**src/ldf_pkg.sv**
```systemverilog
package ldf_pkg;

	localparam int LENGTH_BYTES = 4;
	localparam int BYTE_W       = 8;
	localparam int LEN_W        = LENGTH_BYTES * BYTE_W;
	localparam int MAX_W        = 17;
	localparam int LEFT_W       = 17;
	localparam int CMP_W        = (LEN_W > MAX_W) ? LEN_W : MAX_W;
	localparam int CNT_W        = (LENGTH_BYTES > 2) ? $clog2(LENGTH_BYTES) : 1;
	localparam int STATUS_W     = 2;

	localparam logic [MAX_W-1:0] MAX_FRAME_DEFAULT = MAX_W'(64 * 1024);
	localparam logic [CNT_W-1:0] HDR_LAST          = CNT_W'(LENGTH_BYTES - 1);

	typedef enum logic [1:0] {
		PH_HEADER  = 2'd0,
		PH_TYPE    = 2'd1,
		PH_PAYLOAD = 2'd2,
		PH_HALTED  = 2'd3
	} phase_t;

	typedef enum logic [STATUS_W-1:0] {
		ST_PAYLOAD = 2'd0,
		ST_EMPTY   = 2'd1,
		ST_ERROR   = 2'd2
	} status_t;

	typedef struct packed {
		logic              valid;
		logic [BYTE_W-1:0] data;
	} item_t;

	typedef struct packed {
		status_t           status;
		logic [BYTE_W-1:0] frame_type;
		logic [BYTE_W-1:0] payload_byte;
		logic              frame_end;
	} result_t;

	typedef struct packed {
		logic halted;
	} mon_t;

endpackage

```
**src/ldf_in_stage.sv**
```systemverilog
module ldf_in_stage (
	input  logic                       clk,
	input  logic                       arst_n,
	input  logic                       in_valid,
	output logic                       in_ready,
	input  logic [ldf_pkg::BYTE_W-1:0] in_byte,
	input  logic                       take,
	output ldf_pkg::item_t             item
);

	logic                       valid_s1;
	logic [ldf_pkg::BYTE_W-1:0] data_s1;

	// The stage refills in the same cycle its byte moves on to the decoder.
	assign in_ready = !valid_s1 || take;

	always_ff @(posedge clk or negedge arst_n) begin
		if (!arst_n) begin
			valid_s1 <= 1'b0;
		end else if (in_ready) begin
			valid_s1 <= in_valid;
		end
	end

	always_ff @(posedge clk) begin
		if (in_ready && in_valid) begin
			data_s1 <= in_byte;
		end
	end

	assign item.valid = valid_s1;
	assign item.data  = data_s1;

endmodule

```
**src/ldf_decode.sv**
```systemverilog
module ldf_decode (
	input  logic                      clk,
	input  logic                      arst_n,
	input  logic                      cfg_we,
	input  logic [ldf_pkg::MAX_W-1:0] cfg_wdata,
	input  ldf_pkg::item_t            item,
	output logic                      take,
	output logic                      res_valid,
	input  logic                      res_ready,
	output ldf_pkg::result_t          res,
	output ldf_pkg::mon_t             mon
);

	ldf_pkg::phase_t            phase_q, phase_d;
	logic [ldf_pkg::CNT_W-1:0]  hdr_cnt_q, hdr_cnt_d;
	logic [ldf_pkg::LEN_W-1:0]  len_q, len_d;
	logic [ldf_pkg::LEFT_W-1:0] left_q, left_d;
	logic [ldf_pkg::BYTE_W-1:0] type_q, type_d;
	logic [ldf_pkg::MAX_W-1:0]  max_q;

	logic                       res_valid_q;
	ldf_pkg::result_t           res_s2, res_d;
	logic                       produce;
	logic [ldf_pkg::LEN_W-1:0]  acc_new;
	logic [ldf_pkg::CMP_W-1:0]  cmp_len;
	logic [ldf_pkg::CMP_W-1:0]  cmp_max;

	assign acc_new = {len_q[ldf_pkg::LEN_W-ldf_pkg::BYTE_W-1:0], item.data};
	assign cmp_len = ldf_pkg::CMP_W'(acc_new);
	assign cmp_max = ldf_pkg::CMP_W'(max_q);

	always_comb begin
		phase_d   = phase_q;
		hdr_cnt_d = hdr_cnt_q;
		len_d     = len_q;
		left_d    = left_q;
		type_d    = type_q;
		produce   = 1'b0;
		res_d     = '0;
		case (phase_q)
			ldf_pkg::PH_HEADER: begin
				len_d = acc_new;
				if (hdr_cnt_q == ldf_pkg::HDR_LAST) begin
					hdr_cnt_d = '0;
					if ((cmp_len != '0) && (cmp_len <= cmp_max)) begin
						left_d  = ldf_pkg::LEFT_W'(cmp_len - ldf_pkg::CMP_W'(1));
						phase_d = ldf_pkg::PH_TYPE;
					end else begin
						phase_d         = ldf_pkg::PH_HALTED;
						produce         = 1'b1;
						res_d.status    = ldf_pkg::ST_ERROR;
						res_d.frame_end = 1'b1;
					end
				end else begin
					hdr_cnt_d = hdr_cnt_q + ldf_pkg::CNT_W'(1);
				end
			end
			ldf_pkg::PH_TYPE: begin
				type_d = item.data;
				if (left_q == '0) begin
					phase_d          = ldf_pkg::PH_HEADER;
					len_d            = '0;
					produce          = 1'b1;
					res_d.status     = ldf_pkg::ST_EMPTY;
					res_d.frame_type = item.data;
					res_d.frame_end  = 1'b1;
				end else begin
					phase_d = ldf_pkg::PH_PAYLOAD;
				end
			end
			ldf_pkg::PH_PAYLOAD: begin
				produce            = 1'b1;
				res_d.status       = ldf_pkg::ST_PAYLOAD;
				res_d.frame_type   = type_q;
				res_d.payload_byte = item.data;
				if (left_q <= ldf_pkg::LEFT_W'(1)) begin
					res_d.frame_end = 1'b1;
					left_d          = '0;
					len_d           = '0;
					phase_d         = ldf_pkg::PH_HEADER;
				end else begin
					left_d = left_q - ldf_pkg::LEFT_W'(1);
				end
			end
			default: begin
				// Halted: bytes are swallowed until reset.
			end
		endcase
	end

	// A byte that yields no result never waits on the output side.
	assign take = item.valid && (!res_valid_q || res_ready || !produce);

	always_ff @(posedge clk or negedge arst_n) begin
		if (!arst_n) begin
			phase_q   <= ldf_pkg::PH_HEADER;
			hdr_cnt_q <= '0;
			len_q     <= '0;
			left_q    <= '0;
			type_q    <= '0;
			max_q     <= ldf_pkg::MAX_FRAME_DEFAULT;
		end else begin
			if (take) begin
				phase_q   <= phase_d;
				hdr_cnt_q <= hdr_cnt_d;
				len_q     <= len_d;
				left_q    <= left_d;
				type_q    <= type_d;
			end
			if (cfg_we) begin
				max_q <= cfg_wdata;
			end
		end
	end

	always_ff @(posedge clk or negedge arst_n) begin
		if (!arst_n) begin
			res_valid_q <= 1'b0;
		end else if (take && produce) begin
			res_valid_q <= 1'b1;
		end else if (res_ready) begin
			res_valid_q <= 1'b0;
		end
	end

	always_ff @(posedge clk) begin
		if (take && produce) begin
			res_s2 <= res_d;
		end
	end

	assign res_valid  = res_valid_q;
	assign res        = res_s2;
	assign mon.halted = (phase_q == ldf_pkg::PH_HALTED);

endmodule

```
**src/length_prefixed_deframer_top.sv**
```systemverilog
// Channel   Direction  Handshake                Payload
// in        input      in_valid / in_ready      in_byte
// cfg       input      cfg_we (no stall)        cfg_wdata (max_frame_length)
// out       output     out_valid / out_ready    status, frame_type, payload_byte, frame_end
//
// One byte per cycle is accepted while the output is not stalled; each byte waits in
// the input register, and its result, if any, enters the output register as the
// decoder takes it. The decode step between the two registers is combinational.
// Reset clears the frame state and sets the maximum length to 65536.
// Only bytes that make a result wait on a stalled output; good header bytes flow on.
module length_prefixed_deframer_top (
	input  logic                       clk,
	input  logic                       arst_n,
	input  logic                       in_valid,
	output logic                       in_ready,
	input  logic [ldf_pkg::BYTE_W-1:0] in_byte,
	input  logic                       cfg_we,
	input  logic [ldf_pkg::MAX_W-1:0]  cfg_wdata,
	output logic                       out_valid,
	input  logic                       out_ready,
	output logic [ldf_pkg::STATUS_W-1:0] status,
	output logic [ldf_pkg::BYTE_W-1:0] frame_type,
	output logic [ldf_pkg::BYTE_W-1:0] payload_byte,
	output logic                       frame_end
);

	ldf_pkg::item_t   item;
	ldf_pkg::result_t res;
	ldf_pkg::mon_t    mon;
	logic             take;

	ldf_in_stage u_in_stage (
		.clk      (clk),
		.arst_n   (arst_n),
		.in_valid (in_valid),
		.in_ready (in_ready),
		.in_byte  (in_byte),
		.take     (take),
		.item     (item)
	);

	ldf_decode u_decode (
		.clk       (clk),
		.arst_n    (arst_n),
		.cfg_we    (cfg_we),
		.cfg_wdata (cfg_wdata),
		.item      (item),
		.take      (take),
		.res_valid (out_valid),
		.res_ready (out_ready),
		.res       (res),
		.mon       (mon)
	);

	assign status       = ldf_pkg::STATUS_W'(res.status);
	assign frame_type   = res.frame_type;
	assign payload_byte = res.payload_byte;
	assign frame_end    = res.frame_end;

	// An error result always leaves the decoder halted.
	a_err_halts: assert property (@(posedge clk) disable iff (!arst_n)
		(out_valid && status == ldf_pkg::STATUS_W'(ldf_pkg::ST_ERROR)) |-> mon.halted)
		else $error("error result without halt");

	// Once halted, the decoder stays halted until reset.
	a_halt_sticky: assert property (@(posedge clk) disable iff (!arst_n)
		mon.halted |=> mon.halted)
		else $error("left halted state");

	// No new result is made after the halt.
	a_halt_silent: assert property (@(posedge clk) disable iff (!arst_n)
		(mon.halted && out_valid && out_ready) |=> !out_valid)
		else $error("result after halt");

	// An error result carries no type and closes the frame.
	a_err_fields: assert property (@(posedge clk) disable iff (!arst_n)
		(out_valid && status == ldf_pkg::STATUS_W'(ldf_pkg::ST_ERROR))
		|-> (frame_end && frame_type == '0 && payload_byte == '0))
		else $error("malformed error result");

endmodule

```
**config.mk**
```make
export PLATFORM = sky130hd
export DESIGN_NAME = length_prefixed_deframer_top
export DESIGN_NICKNAME = d
export VERILOG_FILES = /design/src/ldf_pkg.sv /design/src/ldf_in_stage.sv /design/src/ldf_decode.sv /design/src/length_prefixed_deframer_top.sv
export SDC_FILE = /design/constraint.sdc
export NUM_CORES = 1
export LEC_CHECK = 0
export BUFFER_PORTS_ARGS = -buffer_cell sky130_fd_sc_hd__buf_2
export CAP_MARGIN = 20
export CORE_MARGIN = 1.5
export CORE_UTILIZATION = 60
export CTS_BUF_LIST = sky130_fd_sc_hd__clkbuf_4 sky130_fd_sc_hd__clkbuf_8
export CTS_CLUSTER_DIAMETER = 40
export DETAILED_ROUTE_END_ITERATION = 8
export GPL_TIMING_DRIVEN = 0
export PLACE_DENSITY = 0.93
export SYNTH_ARGS = -nofsm -noshare
export SYNTH_HDL_FRONTEND = slang
export SYNTH_HIERARCHICAL = 1
export SYNTH_SLANG_ARGS = --single-unit
```
**constraint.sdc**
```tcl
create_clock -name clk -period 4.5 [get_ports clk]
set_input_delay 0.225 -clock clk [delete_from_list [all_inputs] [get_ports clk]]
set_output_delay 0.225 -clock clk [all_outputs]
set_load 0.02 [all_outputs]
```
==> results.ini, run 1 <==
[yosys]
ys_seq_area_frac=0.495
synth_top_area_frac=0.336
synth_ff_type=dfrtp_1
yosys_warnings=6
synth_fp_nets=547
synth_cells=492
synthTopCellsByArea=dfrtp_1 34%, edfxtp_1 15%, mux2_1 6.6%
synth_common_cells=71 x dfrtp_1, 38 x nand2_1, 32 x nor2b_1
syn_area_um2=5280
yosysTopAreaCell=dfrtp_1
ys_seq_elements=99
syn-mean-instance-area_um2=10.7
async_flop_share=0.727
yosysMostFrequentCell=dfrtp_1
synth_edf_count=27
synth_cell_types=59

[die]
initial_core_util=0.612
fp-row-count=34
die_h_um=96.8
fp.dieW_um=96.8
core-area_um2=8640
boundaryPins=51
dieArea_um2=9370

[drt]
wl_um=12500
drcViolationCount=0
routed_via_density=6.25
vias=4179
routedWlPerCell_um=18.6
drtPass1Iterations=5
drt_iter0_drc=386
ant_nets=0

[clock_network]
cts_tree=done
root_buffer=clkbuf_8
clock-sinks=99
htree_levels=3
clockBufferDepth=2
insertion_delay_ps=380
cts_buffers=9
clkSlewWorstSetupHoldPaths_ps=100

[place]
hpwl_um=8910
io_buffer_count=50
place_congestion=0.929

[timing]
slew_violations=0
finalSetupTns_ps=0
fmax_mhz=249
hold_slack_ps=-44.3
relSlewSlack=0.381
rsz0062_at_grt=no
finalSetupViolCount=0
fin_crit_sh=0.894
worst_pin_slew_ps=929
fin_worst_skew_ps=19.6
hold_viol_final=59
min_period_ps=4020

[final_layout]
nFillCells=618
layout-drive-gt1-share=0.155
area.growth.synth_to_final_pct=12.0
diodes=0
fin_nets=611

[pwr]
vdd_ir_drop_max_mv=0.190
total_power_mw=1.68
p_per_area_nw_per_um2=284
p_leak_nw=2.83

[grt]
grt_overflow=0
grt_start_max_net_pins=73
grt_pass1_wl_um=20500
grt_pass1_vias=4243
grt.total_usage=0.272
antenna_found_initial=0

[critical_path]
crit_path_start_kind=flop
crit_type=reg -> reg
cp_max_fo=19
cp.arrival_ps=4030
cp-end-kind=flop
required_ps=4500
rrSetupSlack_ps=480

[run_status]
outcome=finished with violations
violations=hold timing

[job]
maxCapViolCount=0

[worst_hold_path]
hp-class=in -> async

cells in the final DEF (no fill, tap or decap), types with 5 or more instances in the layout:
cell type,count
a21oi_1,9
a22o_1,12
a22oi_1,8
and2_1,8
buf_2,49
clkbuf_1,20
clkbuf_8,9
dfrtp_1,71
edfxtp_1,27
ha_1,25
inv_1,28
mux2_1,31
mux2_2,5
nand2_1,38
nand3_1,23
nor2_1,19
nor2b_1,32
nor3_1,7
nor4_1,7
o21ai_0,27
o22ai_1,7
o32ai_1,6
or3_1,7
xnor2_1,9
xor2_1,5
registers in the layout, summed over array words and instances (netlist names), 2 cells and up:
register            cells
u_decode/phase_q        2
u_decode/type_q         8
u_decode/len_q         24
u_in_stage/data_s1      8
u_decode/max_q         17
u_decode/res           19
u_decode/hdr_cnt_q      2
u_decode/left_q        17
worst paths after layout:
check	from	cells after the start	end
min reg2reg	u_decode/left_q[4]	1	u_decode/left_q[4]
max reg2reg	u_in_stage/data_s1[0]	10	u_decode/res[11]
max in group asynchronous	arst_n	1	u_decode/hdr_cnt_q[0]
min in group clk	in_byte[3]	1	u_in_stage/data_s1[3]
max	u_in_stage/data_s1[0]	10	u_decode/res[11]
min	arst_n	1	u_decode/left_q[5]
kinds of logic (layout without fill, tap and decap cells):
logic type,count (synthesis),count (layout),share of synthesized area
simple gates,165,165,0.168
flops,99,99,0.495
compound gates,97,97,0.129
buf+inv,54,123,0.0448
mux,38,38,0.0805
fa+ha+maj,25,25,0.0592
xor+xnor,14,14,0.0232
critical path, cell delays in order (launching register included):
cell and delay (ps):
edfxtp_1 520, inv_1 200, ha_1 320, nand4_1 80, nor2_1 130, or4b_1 460, o41ai_1 140, nand2_1 200
a21oi_1 310, clkbuf_1 460, and2_1 820
cell type report:
| class | count | area (um2) | share of cell area |
|---|---|---|---|
| tap | 108 | 135 | 0.0229 |
| buffer | 25 | 128 | 0.0216 |
| clock buffer | 10 | 131 | 0.0222 |
| timing repair buffer | 53 | 283 | 0.0478 |
| inverter | 29 | 109 | 0.0184 |
| multi-input combinational | 339 | 2430 | 0.411 |
| clock inverter | 6 | 82.6 | 0.0140 |
| sequential | 99 | 2610 | 0.442 |
metal layers:
layer,wire [um],GRT usage
met3,793,0.0484
met4,272,0.118
met2,6440,0.461
met1,4960,0.341
met5,0,0
power by group:
| group | leakage [nW] | switching [mW] | total, mW | internal, mW |
|---|---|---|---|---|
| combinational | 1.48 | 0.0734 | 0.119 | 0.0456 |
| sequential | 1.24 | 0.0124 | 0.953 | 0.941 |
| clock | 0.105 | 0.332 | 0.607 | 0.275 |
| total | 2.83 | 0.418 | 1.68 | 1.26 |
per-stage QoR:
| stage | utilization | setup slack (ps) | instance area [um2] | instances |
|---|---|---|---|---|
| finish | 0.685 | 477 | 5910 | 669 |
| global route | 0.685 | 191 | 5910 | 669 |
| CTS | 0.681 | 527 | 5880 | 666 |
| detailed placement | 0.656 | 571 | 5670 | 650 |
| global placement | 0.656 | 681 | 5670 | 650 |
| floorplan | - | 1280 | 5280 | 492 |
repair_timing:
action | CTS | global route
resized for setup | 0 | 0
buffers inserted | 0 | 0
hold buffers | 0 | 3
endpoints found under the hold margin | 0 | 3
Power figures use the tool's default switching activity.
==> run 2, diff against run 1 <==
--- a/config.mk
+++ b/config.mk
@@ -8,12 +8,12 @@
 export BUFFER_PORTS_ARGS = -buffer_cell sky130_fd_sc_hd__buf_2
 export CAP_MARGIN = 20
 export CORE_MARGIN = 1.5
-export CORE_UTILIZATION = 60
-export CTS_BUF_LIST = sky130_fd_sc_hd__clkbuf_4 sky130_fd_sc_hd__clkbuf_8
+export CORE_UTILIZATION = 59
+export CTS_BUF_LIST = sky130_fd_sc_hd__clkbuf_16
 export CTS_CLUSTER_DIAMETER = 40
 export DETAILED_ROUTE_END_ITERATION = 8
 export GPL_TIMING_DRIVEN = 0
-export PLACE_DENSITY = 0.93
+export PLACE_DENSITY = 0.92
 export SYNTH_ARGS = -nofsm -noshare
 export SYNTH_HDL_FRONTEND = slang
 export SYNTH_HIERARCHICAL = 1
==> run 2 against run 1 <==
Wire length up 4.5%. Worst setup slack worse by 19 ps. Clock-buffer cell count down 1. The flow still finishes with violations (hold timing). Critical path depth down 1. Clock skew down 11 ps. Clock power up 29%. First-iteration DRC count down 7.8%. Flip-flop and latch count unchanged. Register-to-register slack worse by 20 ps. Combinational power about the same. Worst hold slack better by 33 ps.
==> results.ini, run 2 (synthesized netlist as in run 1, its figures left out) <==
[clock_network]
clock-sinks=99  ; unchanged
cts.repair.resized=0  ; unchanged
insertion_delay_ps=350  ; -30 ps
cts_tree=done
clockBufferDepth=2  ; unchanged
post-cts-setup-buffer-count=0  ; unchanged
root_buffer=clkbuf_16
clkSlewWorstSetupHoldPaths_ps=70  ; -30 ps
htree_levels=3  ; unchanged
postCtsHoldBufs=0  ; unchanged
cts_buffers=9  ; unchanged

[final_layout]
most-common-layout-cells=71 x dfrtp_1, 49 x buf_2, 38 x nand2_1, 32 x nor2b_1, 31 x mux2_1
layout.cells.most_common=dfrtp_1
layout-drive-gt1-share=0.152  ; -0.00275
nFillCells=636  ; +2.9%
fin_util=0.688  ; +0.00342
diodes=0  ; unchanged
largest_register_ffs=24  ; unchanged
largest-register=u_decode/len_q
area.growth.synth_to_final_pct=13.1
fin_nets=608  ; -0.49%

[drt]
vias=4233  ; +1.3%
ant_nets=0  ; unchanged
routedWlPerCell_um=19.6  ; +5.0%
wl_um=13000  ; +4.5%
drt_iter0_drc=356  ; -7.8%
drtPass1Iterations=5  ; unchanged
drcViolationCount=0  ; unchanged
routed_via_density=6.36  ; +1.7%

[critical_path]
rr_worst_depth=9  ; -1
r2r-start=u_in_stage/data_s1[5]
crit_type=reg -> reg
rrSetupSlack_ps=460  ; -20 ps
cp-end-kind=flop
required_ps=4470  ; -30 ps
crit_path_start_kind=flop
cp.arrival_ps=4010  ; -20 ps
cp_max_fo=19  ; unchanged
critPathLaunch=u_in_stage/data_s1[5]

[grt]
grt.total_usage=0.285  ; +0.0132
grt_start_max_net_pins=73  ; unchanged
grt_pass1_wl_um=21600  ; +5.3%
grt_pass1_vias=4331  ; +2.1%
antenna_found_initial=0  ; unchanged
grt_overflow=0  ; unchanged

[timing]
hold_viol_final=5  ; -92%
worst_pin_slew_ps=944  ; +14.9 ps
slew_violations=0  ; unchanged
finalSetupViolCount=0  ; unchanged
finalSetupTns_ps=0  ; unchanged
hold_slack_ps=-10.9  ; +33.4 ps
rsz0062_at_grt=no
min_period_ps=4040  ; +18.8 ps
relSlewSlack=0.371  ; -0.00996
fmax_mhz=247  ; -0.46%
fin_worst_skew_ps=8.25  ; -11.4 ps
fin_crit_sh=0.898  ; +0.00417

[run_status]
outcome=finished with violations
violations=hold timing

[pwr]
vdd_ir_drop_max_mv=0.177  ; -7.0%
p_leak_nw=2.86  ; +1.4%
p_per_area_nw_per_um2=311  ; +9.5%
total_power_mw=1.86  ; +11%

[job]
maxCapViolCount=0  ; unchanged

[place]
place_congestion=0.927  ; -0.20%
io_buffer_count=50  ; unchanged
hpwl_um=8980  ; +0.82%

[die]
dieArea_um2=9530  ; +1.6%
fp.dieW_um=97.6  ; +0.82%
initial_core_util=0.609  ; -0.00300
die_h_um=97.6  ; +0.82%
core-area_um2=8680  ; +0.49%
boundaryPins=51  ; unchanged
fp-row-count=34  ; unchanged

[worst_hold_path]
hp-class=in -> async

==> run 2: critical path, stage by stage (launching register included) <==
cell	delay [ps]
edfxtp_1	560
ha_1	390
nand4_1	130
nor2_1	200
or4b_1	460
o41ai_1	120
nand2_1	170
a21oi_1	300
clkbuf_1	490
and2_1	840
==> run 2: metal layers <==
layer / GRT usage / vias to the layer above / part of all wire
li1: - / 1889 / -
met1: 0.344 / 2075 / 0.38
met5: 0 / - / 0
met2: 0.488 / 214 / 0.51
met4: 0.137 / 0 / 0.040
met3: 0.0554 / 55 / 0.070
==> run 2: per-stage QoR <==
step | worst slack [ps] | hold WS (ps) | instances | cell area [um2]
floorplan | 1280 | -70.6 | 492 | 5280
global placement | 681 | 403 | 650 | 5670
detailed placement | 606 | 401 | 650 | 5670
CTS | 583 | 33.8 | 666 | 5970
global route | 335 | 44.3 | 666 | 5970
finish | 458 | -10.9 | 666 | 5970
==> run 2: power by group <==
group          internal (mW)  total (mW)  switching [mW]
logic                 0.0444       0.121          0.0764
registers              0.941       0.953          0.0120
clock network          0.437       0.783           0.346
==> run 2: path summary, 6_finish.rpt <==
path	to
max in group asynchronous	u_decode/left_q[14]
hold reg to reg	u_decode/left_q[4]
setup reg to reg	u_decode/res[6]
min in group clk	u_in_stage/data_s1[6]
setup / recovery	u_decode/res[6]
hold / removal	u_decode/left_q[6]
==> run 2: final cells by class <==
cell class / instances / area [um2] / share of cell area
clock inverter: 7 / 77.6 / 0.0130
sequential: 99 / 2610 / 0.438
tap: 108 / 135 / 0.0226
clock buffer: 9 / 225 / 0.0377
timing repair buffer: 50 / 253 / 0.0423
buffer: 25 / 128 / 0.0214
inverter: 29 / 109 / 0.0182
multi-input combinational: 339 / 2430 / 0.407
==> run 3, diff against run 2 <==
--- a/config.mk
+++ b/config.mk
@@ -8,12 +8,12 @@
 export BUFFER_PORTS_ARGS = -buffer_cell sky130_fd_sc_hd__buf_2
 export CAP_MARGIN = 20
 export CORE_MARGIN = 1.5
-export CORE_UTILIZATION = 59
+export CORE_UTILIZATION = 60
 export CTS_BUF_LIST = sky130_fd_sc_hd__clkbuf_16
 export CTS_CLUSTER_DIAMETER = 40
 export DETAILED_ROUTE_END_ITERATION = 8
 export GPL_TIMING_DRIVEN = 0
-export PLACE_DENSITY = 0.92
+export PLACE_DENSITY = 0.93
 export SYNTH_ARGS = -nofsm -noshare
 export SYNTH_HDL_FRONTEND = slang
 export SYNTH_HIERARCHICAL = 1
==> constraint.sdc (replaced) <==
create_clock -name clk -period 4.7 [get_ports clk]
set_input_delay 0.235 -clock clk [delete_from_list [all_inputs] [get_ports clk]]
set_output_delay 0.235 -clock clk [all_outputs]
set_load 0.02 [all_outputs]
==> run 3 against run 2 <==
The flow now finishes without violations. Die area is 1.6% lower. Non-clock buffer count stayed put. Clock power is 2.9% lower. Clock skew is 1.7 ps higher. First-iteration DRC count is 2.8% higher. Combinational power is 6% lower. Flip-flop and latch count stayed put. Core utilization is 0.44 points higher. Cell count stayed put. Worst setup slack better by 210 ps. Critical endpoint is now u_decode/res[11].
==> results.ini, run 3 (synthesized netlist as in run 1, its figures left out) <==
[place]
preCtsSetupSlack_ps=771  ; +165 ps
hpwl_um=8910  ; -0.82%
place_congestion=0.929  ; +0.20%
io_buffer_count=50  ; unchanged

[clock_network]
clock-sinks=99  ; unchanged
cts_buffers=9  ; unchanged
clkSlewWorstSetupHoldPaths_ps=70  ; about the same
postCtsHoldBufs=0  ; unchanged
post-cts-setup-buffer-count=0  ; unchanged
cts.repair.resized=0  ; unchanged
insertion_delay_ps=350  ; about the same
cts_tree=done
htree_levels=3  ; unchanged
clockBufferDepth=2  ; unchanged
root_buffer=clkbuf_16

[timing]
min_period_ps=4030  ; -13.0 ps
fin_worst_skew_ps=10.0  ; +1.75 ps
fmax_mhz=248  ; +0.32%
relSlewSlack=0.384  ; +0.0130
hold_viol_final=0  ; -5
worst_pin_slew_ps=925  ; -19.5 ps
fin_crit_sh=0.857  ; -0.0410
slew_violations=0  ; unchanged
finalSetupViolCount=0  ; unchanged
rsz0062_at_grt=no
finalSetupTns_ps=0  ; unchanged
setup_slack_ps=671  ; +213 ps

[drt]
routedWlPerCell_um=19.2  ; -1.8%
routed_via_density=6.38  ; +0.35%
wl_um=12800  ; -1.8%
vias=4248  ; +0.35%
drt_iter0_drc=366  ; +2.8%
ant_nets=0  ; unchanged
drcViolationCount=0  ; unchanged
drtPass1Iterations=5  ; unchanged

[die]
boundaryPins=51  ; unchanged
core-area_um2=8640  ; -0.49%
fp.dieW_um=96.8  ; -0.81%
fp-row-count=34  ; unchanged
initial_core_util=0.612  ; +0.00300
die_h_um=96.8  ; -0.81%
dieArea_um2=9370  ; -1.6%

[pwr]
p_leak_nw=2.86  ; -0.14%
p_per_area_nw_per_um2=299  ; -3.9%
vdd_ir_drop_max_mv=0.198  ; +12%

[critical_path]
cp-end-kind=flop
crit_path_start_kind=flop
cp.arrival_ps=4000  ; about the same
path_cells=ha_1, nand4_1, nor2_1, or4b_1, o41ai_1, nand2_1, a21oi_1, clkbuf_1, and2_1
worst-path-buf-inv=1  ; unchanged
cp_max_fo=19  ; unchanged
required_ps=4670  ; +200 ps
cp_slowest_cell=and2_1
crit_type=reg -> reg
slowest_delay_ps=820  ; -20 ps
path_delay_family=simple AND/OR/NAND/NOR gates

[run_status]
outcome=completed

[grt]
grt_pass1_wl_um=20900  ; -2.9%
grt_overflow=0  ; unchanged
grt.total_usage=0.279  ; -0.00548
antenna_found_initial=0  ; unchanged
grt_pass1_vias=4322  ; -0.21%
grt_start_max_net_pins=73  ; unchanged

[final_layout]
area.growth.synth_to_final_pct=13.2
largest_register_ffs=24  ; unchanged
largest-register=u_decode/len_q
diodes=0  ; unchanged
regArea_um2=2610  ; unchanged
multi_input_area_um2=2430  ; unchanged
layout.cells.most_common=dfrtp_1
fin_nets=608  ; unchanged
fin_util=0.693  ; +0.00440
most-common-layout-cells=71 x dfrtp_1, 49 x buf_2, 38 x nand2_1, 32 x nor2b_1, 31 x mux2_1
nFillCells=602  ; -5.3%
layout-drive-gt1-share=0.154  ; +0.00179

[worst_hold_path]
hp-class=in -> async

[job]
maxCapViolCount=0  ; unchanged

==> run 3: cell types whose count changed in the layout (fill, tap and decap cells not counted), sizes merged <==
| cell | before | now |
|---|---|---|
| clkinvlp | 0 | 1 |
| inv | 32 | 31 |
==> run 3: worst paths after layout <==
| check | start | endpoint | slack [ps] | cells past startpoint |
|---|---|---|---|---|
| max in group asynchronous | arst_n | u_decode/res_valid | 4090 | 1 |
| max reg2reg | u_in_stage/data_s1[5] | u_decode/res[11] | 670 | 9 |
| max | u_in_stage/data_s1[5] | u_decode/res[11] | 670 | 9 |
| min in group clk | in_byte[2] | u_in_stage/data_s1[2] | 60 | 1 |
| min | arst_n | u_decode/left_q[5] | 4 | 1 |
| min reg2reg | u_decode/len_q[16] | u_decode/len_q[16] | 500 | 1 |
==> run 3: per-stage QoR <==
stage	area, um2	power, mW	hold slack [ps]	instances
5_1_grt	5980	1.84	49.5	666
4_1_cts	5980	1.80	50.6	666
3_5_place_dp	5670	1.04	414	650
2_1_floorplan	5280	0.990	-60.6	492
6_report	5980	1.79	4.18	666
3_3_place_gp	5670	1.03	412	650
==> run 3: layout make-up <==
class	count	area share
clock inverters	7	0.0144
repair buffers	50	0.0423
multi-input cells	339	0.406
well taps	108	0.0226
inverters	29	0.0182
clock buffers	9	0.0377
flip-flops and latches	99	0.437
plain buffers	25	0.0213
==> run 3: where the power goes <==
group / switching (mW) / internal (mW)
Sequential: 0.0122 / 0.901
Combinational: 0.0716 / 0.0423
Clock: 0.338 / 0.422
Total: 0.422 / 1.37
==> run 3: routing by layer <==
| metal | vias to the layer above | share of wire | routed length [um] | global-route usage |
|---|---|---|---|---|
| met2 | 208 | 0.51 | 6570 | 0.474 |
| met1 | 2093 | 0.39 | 4990 | 0.341 |
| li1 | 1900 | - | - | - |
| met3 | 47 | 0.063 | 801 | 0.0607 |
| met5 | - | 0 | 0 | 0 |
| met4 | 0 | 0.034 | 437 | 0.128 |
